`config.mk`:
```
export PLATFORM = sky130hd
export DESIGN_NAME = hfc_div_step
export DESIGN_NICKNAME = d
export VERILOG_FILES = /design/src/rtl/hll_flux_combiner_unit_defines.svh /design/src/rtl/hfc_pkg.sv /design/src/rtl/hfc_div_step.sv
export SDC_FILE = /design/constraint.sdc
export NUM_CORES = 1
export LEC_CHECK = 0
export BUFFER_PORTS_ARGS = -buffer_cell sky130_fd_sc_hd__buf_2
export CELL_PAD_IN_SITES_DETAIL_PLACEMENT = 1
export CELL_PAD_IN_SITES_GLOBAL_PLACEMENT = 1
export CORE_ASPECT_RATIO = 0.8
export CORE_UTILIZATION = 34
export CTS_BUF_LIST = sky130_fd_sc_hd__clkbuf_8
export DETAILED_ROUTE_END_ITERATION = 10
export GPL_TIMING_DRIVEN = 0
export MAX_ROUTING_LAYER = met4
export PLACE_DENSITY = 0.8
export SYNTH_ARGS = -nofsm -noshare
export SYNTH_HDL_FRONTEND = slang
export SYNTH_SLANG_ARGS = --single-unit
```
`constraint.sdc`:
```
create_clock -name clk -period 2.4 [get_ports clk]
set_input_delay 0.12 -clock clk [delete_from_list [all_inputs] [get_ports clk]]
set_output_delay 0.12 -clock clk [all_outputs]
set_load 0.01 [all_outputs]
```
`src/rtl/hll_flux_combiner_unit_defines.svh`:
```
`ifndef HLL_FLUX_COMBINER_UNIT_DEFINES_SVH
`define HLL_FLUX_COMBINER_UNIT_DEFINES_SVH

// same-cycle implication, checked out of reset
`define HFC_ASSERT_NOW(lbl, ante, cons, msg) \
  lbl: assert property (@(posedge clk) disable iff (!rst_n) (ante) |-> (cons)) \
    else $error(msg);

// next-cycle implication, checked out of reset
`define HFC_ASSERT_NEXT(lbl, ante, cons, msg) \
  lbl: assert property (@(posedge clk) disable iff (!rst_n) (ante) |=> (cons)) \
    else $error(msg);

`endif

```
`src/rtl/hfc_pkg.sv`:
```
`timescale 1ns / 1ps
package hfc_pkg;

  localparam int DEN_W = 33;
  localparam int QUO_W = 33;
  localparam int IN_W  = 192;

  typedef enum logic [1:0] {
    REG_LEFT  = 2'd0,
    REG_RIGHT = 2'd1,
    REG_MID   = 2'd2
  } region_t;

  typedef struct packed {
    logic signed [31:0] flux_pass;
    logic [30:0]        max_speed;
    region_t            region;
    logic               degen;
    logic               last;
  } side_t;

  typedef struct packed {
    logic [DEN_W-1:0] rem;
    logic [QUO_W-1:0] num;
    logic [QUO_W-1:0] quo;
    logic [DEN_W-1:0] den;
    logic             neg;
    logic             ovf;
  } div_t;

  localparam logic [31:0] FLUX_POS_MAX = 32'h7FFF_FFFF;
  localparam logic [31:0] FLUX_NEG_MAG = 32'h8000_0000;

endpackage

```
`src/rtl/hfc_div_step.sv`:
```
`timescale 1ns / 1ps
module hfc_div_step (
  input  logic           clk,
  input  logic           rst_n,
  input  logic           en,
  input  logic           in_valid,
  input  hfc_pkg::div_t  in_div,
  input  hfc_pkg::side_t in_side,
  output logic           out_valid,
  output hfc_pkg::div_t  out_div,
  output hfc_pkg::side_t out_side
);
  import hfc_pkg::*;

  logic [DEN_W:0] r2, diff;
  logic           ge;
  div_t           div_nxt;
  logic           v_r;
  div_t           div_r;
  side_t          side_r;

  // one restoring step: bring down the next numerator bit
  always_comb begin
    r2      = {in_div.rem, in_div.num[QUO_W-1]};
    diff    = r2 - {1'b0, in_div.den};
    ge      = (r2 >= {1'b0, in_div.den});
    div_nxt = in_div;
    div_nxt.rem = ge ? diff[DEN_W-1:0] : r2[DEN_W-1:0];
    div_nxt.num = {in_div.num[QUO_W-2:0], 1'b0};
    div_nxt.quo = {in_div.quo[QUO_W-2:0], ge};
  end

  always_ff @(posedge clk) begin
    if (!rst_n) begin
      v_r <= 1'b0;
    end else if (en) begin
      v_r <= in_valid;
    end
  end

  always_ff @(posedge clk) begin
    if (en) begin
      div_r  <= div_nxt;
      side_r <= in_side;
    end
  end

  assign out_valid = v_r;
  assign out_div   = div_r;
  assign out_side  = side_r;

endmodule
```
* Word level (Yosys, flattened, before mapping) *
Index checks and enable logic that the tools add are counted.

word-level totals
  register bits = 201
  bits in latches = 0
  memory bits (writable) = 0
  memory bits (read-only) = 0
  input port bits = 205
  output and inout port bits = 202
  logic and storage cells = 15
  memories = 0

operators by class
  add/sub/neg operators = 1
  multipliers = 0
  div/mod/pow operators = 0
  order comparisons = 1
  eq/ne operators = 0
  shift operators = 0
  mux-type cells = 1
  bitwise operators = 0
  reduce and logical (&&, ||, !) cells = 0

operators with widths
  cell                                                            count
  34-bit by 33-bit greater-or-equal comparator with 1-bit output  1
  33-bit 2-to-1 mux                                               1
  33-bit subtractor                                               1

* Logic depth before layout (Yosys ltp) *
Gate-level depths: netlist of the first run.

  depth after elaboration = 2
  depth in mapped cells = 13
  mapped depth without buffers = 12

* Worst setup path after synthesis of the first run *
OpenSTA, ideal clock, no wires.

  kind = in2reg
  from = in in_div[100] in the netlist's numbering
  to = reg div_r (netlist bit out_div[133]) (data pin)
  setup time = 260 ps
  arrival time = 2336 ps
  data required time = 2140 ps
  path slack = -196 ps
  cell stages on the path = 12
  buffers on the path = 0
  cells stage by stage = inv_1 ha_1 inv_1 fa_1 a21o_1 a221oi_2 o211ai_1 a21o_1 a211oi_2 o311ai_1 xor2_1 mux2_2

RTL lines
  element               RTL line            source
  start, declared       hfc_div_step.sv:7   input hfc_pkg::div_t in_div,
  end signal, assigned  hfc_div_step.sv:43  div_r <= div_nxt;
  end, declared         hfc_div_step.sv:19  div_t div_r;

==> summary.md, run 1 <==
| Metric | Value |
|---|---|
| Status | finished with violations |
| Failing checks | negative setup slack |
| Worst Setup Path Type | input port to flip-flop |
| Grt total ovfl | 0 |
| Final wirelength | 37.6 mm |
| R2r endpoint | out_valid |
| # nets final | 1,448 |
| Fraction of layout cells with a size suffix above 1 | 0.414 |
| Min-delay src | en |
| Clock sinks | 201 |
| Peak VDD IR | 0.415 mV |
| Hold crit path type | input port to flip-flop |
| First-pass GRT wire length | ~52 mm |
| Multi-input logic area | 0.00234 mm2 |
| #FFs+latches synth | 201 |
| Clock H-tree levels | 2 |
| WL/cell | about 24 um |
| WHS Path Cells | 1 |
| Commonest non-fill, non-tap cell in the layout | buf_2 |
| Hold endpoint | out_div[123] |
| Final Setup Violations | 2 |
| Clock buffer depth | 3 |
| # DRC | 0 |
| Netlist cell types | 64 |
| Final worst slack | -0.0192 ns |
| Die W | 178 um |
| Vias in the first global route | 8,271 |
| Synth Instances | 555 |
| Post-synth ARST share | 0 |
| Fin crit period | 2.42 ns |
| Initial DRT Pass Iterations | 4 |
| RSZ-0062 raised after global routing | true |
| Layout Skew | 0 ns |
| Initial Util | 0.346 |
| Filler cells | 2,610 |
| Pwr dens | 672 mW/mm2 |
| Core ar. | around 0.024 mm2 |
| Antenna Nets Post-Route | 0 |
| Post-synth EDFFs | 200 |
| Num rows | 51 |
| Area grow syn2layout | 64.2% |
| Design Power | 9.32 mW |
| Commonest non-fill, non-tap cells in the layout | buf_2, dlygate4sd3_1, edfxtp_1, inv_1, a21oi_1 |
| CTS root buf | clkbuf_8 |
| Synth Flop Type | edfxtp_1 |
| CP endpoint kind | flip-flop |
| All-Layer GR Usage | 0.289 |
| Largest stage delay, worst path | between 0.3 and 0.4 ns |
| Most used cell, CP | a21o_1 |
| Slew Viols, Final | 0 |
| Req. time, crit path | 2.67 ns |
| Sequential share of the synthesized area | 0.714 |
| Slew @ Worst Pin | approximately 0.83 ns |
| WP data arrival | 2.69 ns |
| Max-cap violations | 0 |
| Worst reg2reg path startpoint | out_valid |
| Synth Net Count | between 700 and 800 |
| Synthesis Warnings | 0 |
| Cells on worst reg2reg path | 3 |
| Avg Synthesized Cell Area | 15.2 um2 |
| Antenna violations before repair | 7 |
| Final Util | 0.569 |
| Slew headroom | 0.446 |
| Largest net degree at the start of global routing | around 110 |
| Slowest library cell on the worst path | fa_2 |
| Cell Area, Synth | 0.00844 mm2 |
| CP Max Fanout | 3 |
| Die Y | 143 um |
| IO buf count | 404 |
| Total CTS buffers | 34 |
| Via/cell ratio | 4.89 |
| CTS tree | done |
| Fin crit share | 1.01 |
| Register area | about 0.006 mm2 |
| I/O pins | about 410 |
| Leakage power | approximately 6.1 nW |
| DIE AREA | 0.0255 mm2 |
| DP Worst Slack | -0.792 ns |
| Final Hold Vio Count | 0 |
| RD Place Congestion | 0.886 |
| DR vias | 7,615 |
| Max Clk Rate | between 400 and 500 MHz |
| Post-DP HPWL | 23.0 mm |
| Worst-Skew Late Latency | between 0.5 and 0.6 ns |
| Flop2flop setup slack | ~1.3 ns |
| Iter 0 DRT Violations | 474 |
| Cells along the critical path | buf_12 -> inv_12 -> ha_4 -> inv_2 -> fa_2 -> a21o_1 -> a221oi_4 -> o211ai_1 -> a21o_1 -> a211oi_4 -> o311ai_2 -> xor2_1 -> mux2_4 |
| Clock-pin slew on the worst setup and hold paths | 0.07 ns |
| Startpoint Class | input port |
[final cells by class]
cell class,instances,area share
diodes,8,0.00144
plain buffers,10,0.00623
clock buffers,35,0.0347
clock inverters,23,0.00920
inverters,44,0.0128
multi-input cells,300,0.169
flip-flops and latches,201,0.435
well taps,318,0.0287
repair buffers,618,0.303
[repair_timing]
action / CTS / global route
setup endpoints to repair: 11 / 31
gates resized for setup: 7 / 23
pin swaps: 9 / 16
cloned: 0 / 1
hold buffers: 200 / 0
hold endpoints to repair: 199 / 0
buffers inserted: 4 / 8
[worst max-delay path, delay by kind of cell]
kind | cells | cell delay, ns
adders and majority gates | 2 | 0.47
muxes | 1 | 0.26
xor gates and xnor gates | 1 | 0.19
AOI/OAI and AO/OA | 6 | 1.45
buffers and inverters | 3 | 0.19
[power by group]
part           switching [mW]  internal [mW]  leakage [nW]
clock                    1.51           1.47         0.363
combinational            1.07          0.924          3.81
sequential              0.109           4.25          1.97
[stage by stage]
step	setup TNS (ns)	area, um2	instances	hold WS [ns]
floorplan	-0.271	8490	555	0.219
global placement	-313.85	10900	1277	0.297
detailed placement	-19.02	10900	1278	0.298
CTS	0	13600	1540	0.0165
global route	-0.384	13900	1556	0.0625
finish	-0.0212	13900	1557	0.0584
[Yosys cell counts, drive strengths merged, types with 3 or more instances]
library cell  count  share of area
xor2             12          0.012
o211ai            3         0.0033
nor3              5         0.0030
o31ai             3         0.0033
mux2             14          0.019
nand2b            4         0.0030
a221o             3         0.0037
nand4             4         0.0030
nand3             6         0.0036
inv              44          0.020
a21o             18          0.016
xnor2            18          0.019
o21bai            5         0.0044
nand2            22         0.0098
a21boi            3         0.0027
o21a              5         0.0044
or3               3         0.0022
ha               33          0.049
nor2             36          0.016
edfxtp          200           0.71
and3              8         0.0061
buf               9         0.0079
a21oi            50          0.031
o21ai            16          0.011
[layer usage]
metal  global-route usage  share of wire  wire length [um]
met2                0.489           0.50             18900
met1                0.308           0.36             13600
met5                    -              0                 0
met3               0.0831          0.083              3120
met4                0.151          0.052              1950
[worst max path at each step]
stage,from,endpoint
CTS,in_div[100],out_div[133]
global placement,en,out_valid
detailed placement,in_div[100],out_div[133]
global route,in_div[100],out_div[133]
finish,in_div[100],out_div[133]
floorplan,in_div[100],out_div[133]
[logic make-up (layout without fill, tap and decap cells)]
| kind of cell | after synthesis | after routing | share of synthesized area |
|---|---|---|---|
| DFF | 201 | 201 | 0.714 |
| buffers and inverters | 54 | 730 | 0.0279 |
| xor gates and xnor gates | 30 | 30 | 0.0311 |
| and+or+nand+nor | 96 | 96 | 0.0532 |
| AOI/OAI and AO/OA | 123 | 123 | 0.101 |
| muxes | 16 | 16 | 0.0215 |
| other | 1 | 9 | 0.000444 |
| adders and majority gates | 34 | 34 | 0.0513 |
[flip-flops by register name (all words and copies together) (netlist names)]
register,cells
out_div,133
out_side,67
out_valid,1
Power figures use the tool's default switching activity.
==> run 2: changes to the inputs <==
Settings changed: CORE_MARGIN set to 2.
==> summary.md, run 2 (synthesized netlist as in run 1, its figures left out) <==
| Metric | Value |
|---|---|
| Status | finished with violations |
| Failing checks | negative setup slack |
| Hold endpoint | out_div[101] |
| Core ar. | about 0.024 mm2 |
| Startpoint Class | input port |
| CTS tree | done |
| Filler cells | 2,614 |
| Antenna Nets Post-Route | 0 |
| Hold crit path type | input port to flip-flop |
| Slew headroom | 0.305 |
| Flop2flop setup slack | roughly 1.2 ns |
| Non-filler instance count after layout | 1,556 |
| Via/cell ratio | between 4 and 5 |
| Slew Viols, Final | 0 |
| Leakage power | 6.13 nW |
| Die W | 180 um |
| Max-cap violations | 0 |
| Die Y | 145 um |
| CP Max Fanout | 3 |
| Pwr dens | 683 mW/mm2 |
| Initial Util | 0.346 |
| RD Place Congestion | about 0.85 |
| WHS Path Cells | 3 |
| Slew @ Worst Pin | 1.04 ns |
| IO buf count | 404 |
| Final Hold Vio Count | 0 |
| WP data arrival | approximately 2.7 ns |
| Largest net degree at the start of global routing | around 120 |
| Max FFs per register | between 100 and 150 |
| DR vias | around 7,700 |
| Layout Skew | 0 ns |
| Worst Setup Path Type | input port to flip-flop |
| R2r endpoint | out_valid |
| Area grow syn2layout | 64.3% |
| Worst-Skew Late Latency | 0.53 ns |
| Iter 0 DRT Violations | 534 |
| All-Layer GR Usage | 0.291 |
| Cells on worst reg2reg path | 3 |
| Initial DRT Pass Iterations | 5 |
| Num rows | about 50 |
| Inst Count DP | 1,278 |
| Worst reg2reg path startpoint | out_valid |
| Clock H-tree levels | 2 |
| Grt total ovfl | 0 |
| Fin Setup TNS | -0.00898 ns |
| Clock sinks | 201 |
| Final wirelength | 37.9 mm |
| Commonest non-fill, non-tap cells in the layout | buf_2, dlygate4sd3_1, edfxtp_1, inv_1, a21oi_1 |
| First-pass GRT wire length | 55.1 mm |
| Final worst slack | -0.00898 ns |
| CP endpoint kind | flip-flop |
| Req. time, crit path | 2.67 ns |
| Fraction of layout cells with a size suffix above 1 | 0.417 |
| Clock-pin slew on the worst setup and hold paths | ~0.070 ns |
| # DRC | 0 |
| RSZ-0062 raised after global routing | true |
| Vias in the first global route | about 8,400 |
| Max Clk Rate | about 420 MHz |
| Peak VDD IR | 0.392 mV |
| Min-delay src | in_div[2] |
| Clock buffer depth | 3 |
| Total CTS buffers | 35 |
| Post-DP HPWL | 22.8 mm |
| Antenna violations before repair | 8 |
| DIE AREA | 0.0261 mm2 |
| CTS root buf | clkbuf_8 |
| Design Power | 9.47 mW |
| Commonest non-fill, non-tap cell in the layout | buf_2 |
| WL/cell | 24.4 um |
| Final Setup Violations | 1 |
| Fin crit share | 1.00 |
| I/O pins | 407 |
| Fin crit period | approximately 2.4 ns |
| # nets final | 1,449 |
## run 2: critical path: stages
cell      delay [ns]
buf_12          0.11
inv_12          0.04
ha_4            0.12
inv_2           0.03
fa_2            0.34
a21o_4          0.25
a221oi_4        0.30
o211ai_1        0.19
a21o_1          0.25
a211oi_4        0.34
o311ai_2        0.16
xor2_1          0.16
mux2_4          0.27
## run 2: layout make-up
class | instances | area, um2 | share of cell area
repair buffers | 618 | 4210 | 0.303
well taps | 318 | 398 | 0.0287
clock buffers | 41 | 564 | 0.0407
plain buffers | 10 | 82.6 | 0.00595
diodes | 8 | 20.0 | 0.00144
clock inverters | 16 | 80.1 | 0.00577
inverters | 44 | 178 | 0.0128
flip-flops and latches | 201 | 6030 | 0.434
multi-input cells | 300 | 2320 | 0.167
## run 2: timing repair
item	4_1_cts	5_1_grt
endpoints found under the hold margin	199	1
cloned	0	1
pin swaps	10	4
setup buffers	5	6
hold buffers	200	1
resized for setup	10	16
setup endpoints to repair	14	31
## run 2: worst max-delay path by stage
| stage | end | slack, ns | startpoint | cells past startpoint |
|---|---|---|---|---|
| 2_1_floorplan | out_div[133] | -0.14 | in_div[100] | 12 |
| 4_1_cts | out_div[133] | 0.002 | in_div[100] | 13 |
| 3_3_place_gp | out_valid | -1.63 | en | 3 |
| 3_5_place_dp | out_div[133] | -0.79 | in_div[100] | 13 |
| 6_report | out_div[133] | -0.009 | in_div[100] | 13 |
| 5_1_grt | out_div[125] | -0.06 | in_div[100] | 13 |
## run 2: per-layer routing
| metal | routed length [um] | global-route usage | vias up | share of wire |
|---|---|---|---|---|
| met4 | 1740 | 0.122 | 0 | 0.046 |
| met5 | 0 | - | - | 0 |
| met1 | 14400 | 0.320 | 3782 | 0.38 |
| met3 | 2650 | 0.0783 | 90 | 0.070 |
| li1 | - | - | 3411 | - |
| met2 | 19100 | 0.498 | 368 | 0.50 |
## run 2: metrics by stage
step                cell area [um2]  worst slack (ns)   util  hold slack, ns
finish                        13900          -0.00898  0.569          0.0557
detailed placement            10900            -0.793  0.449           0.299
CTS                           13700           0.00156  0.562         0.00944
floorplan                      8490            -0.141      -           0.219
global placement              10900             -1.63  0.448           0.297
global route                  13900           -0.0554  0.569          0.0543
## run 2: power breakdown
group / leakage, nW / switching (mW) / total (mW) / internal, mW
registers: 1.97 / 0.113 / 4.36 / 4.25
clock network: 0.360 / 1.57 / 3.12 / 1.56
logic: 3.80 / 1.07 / 1.98 / 0.918
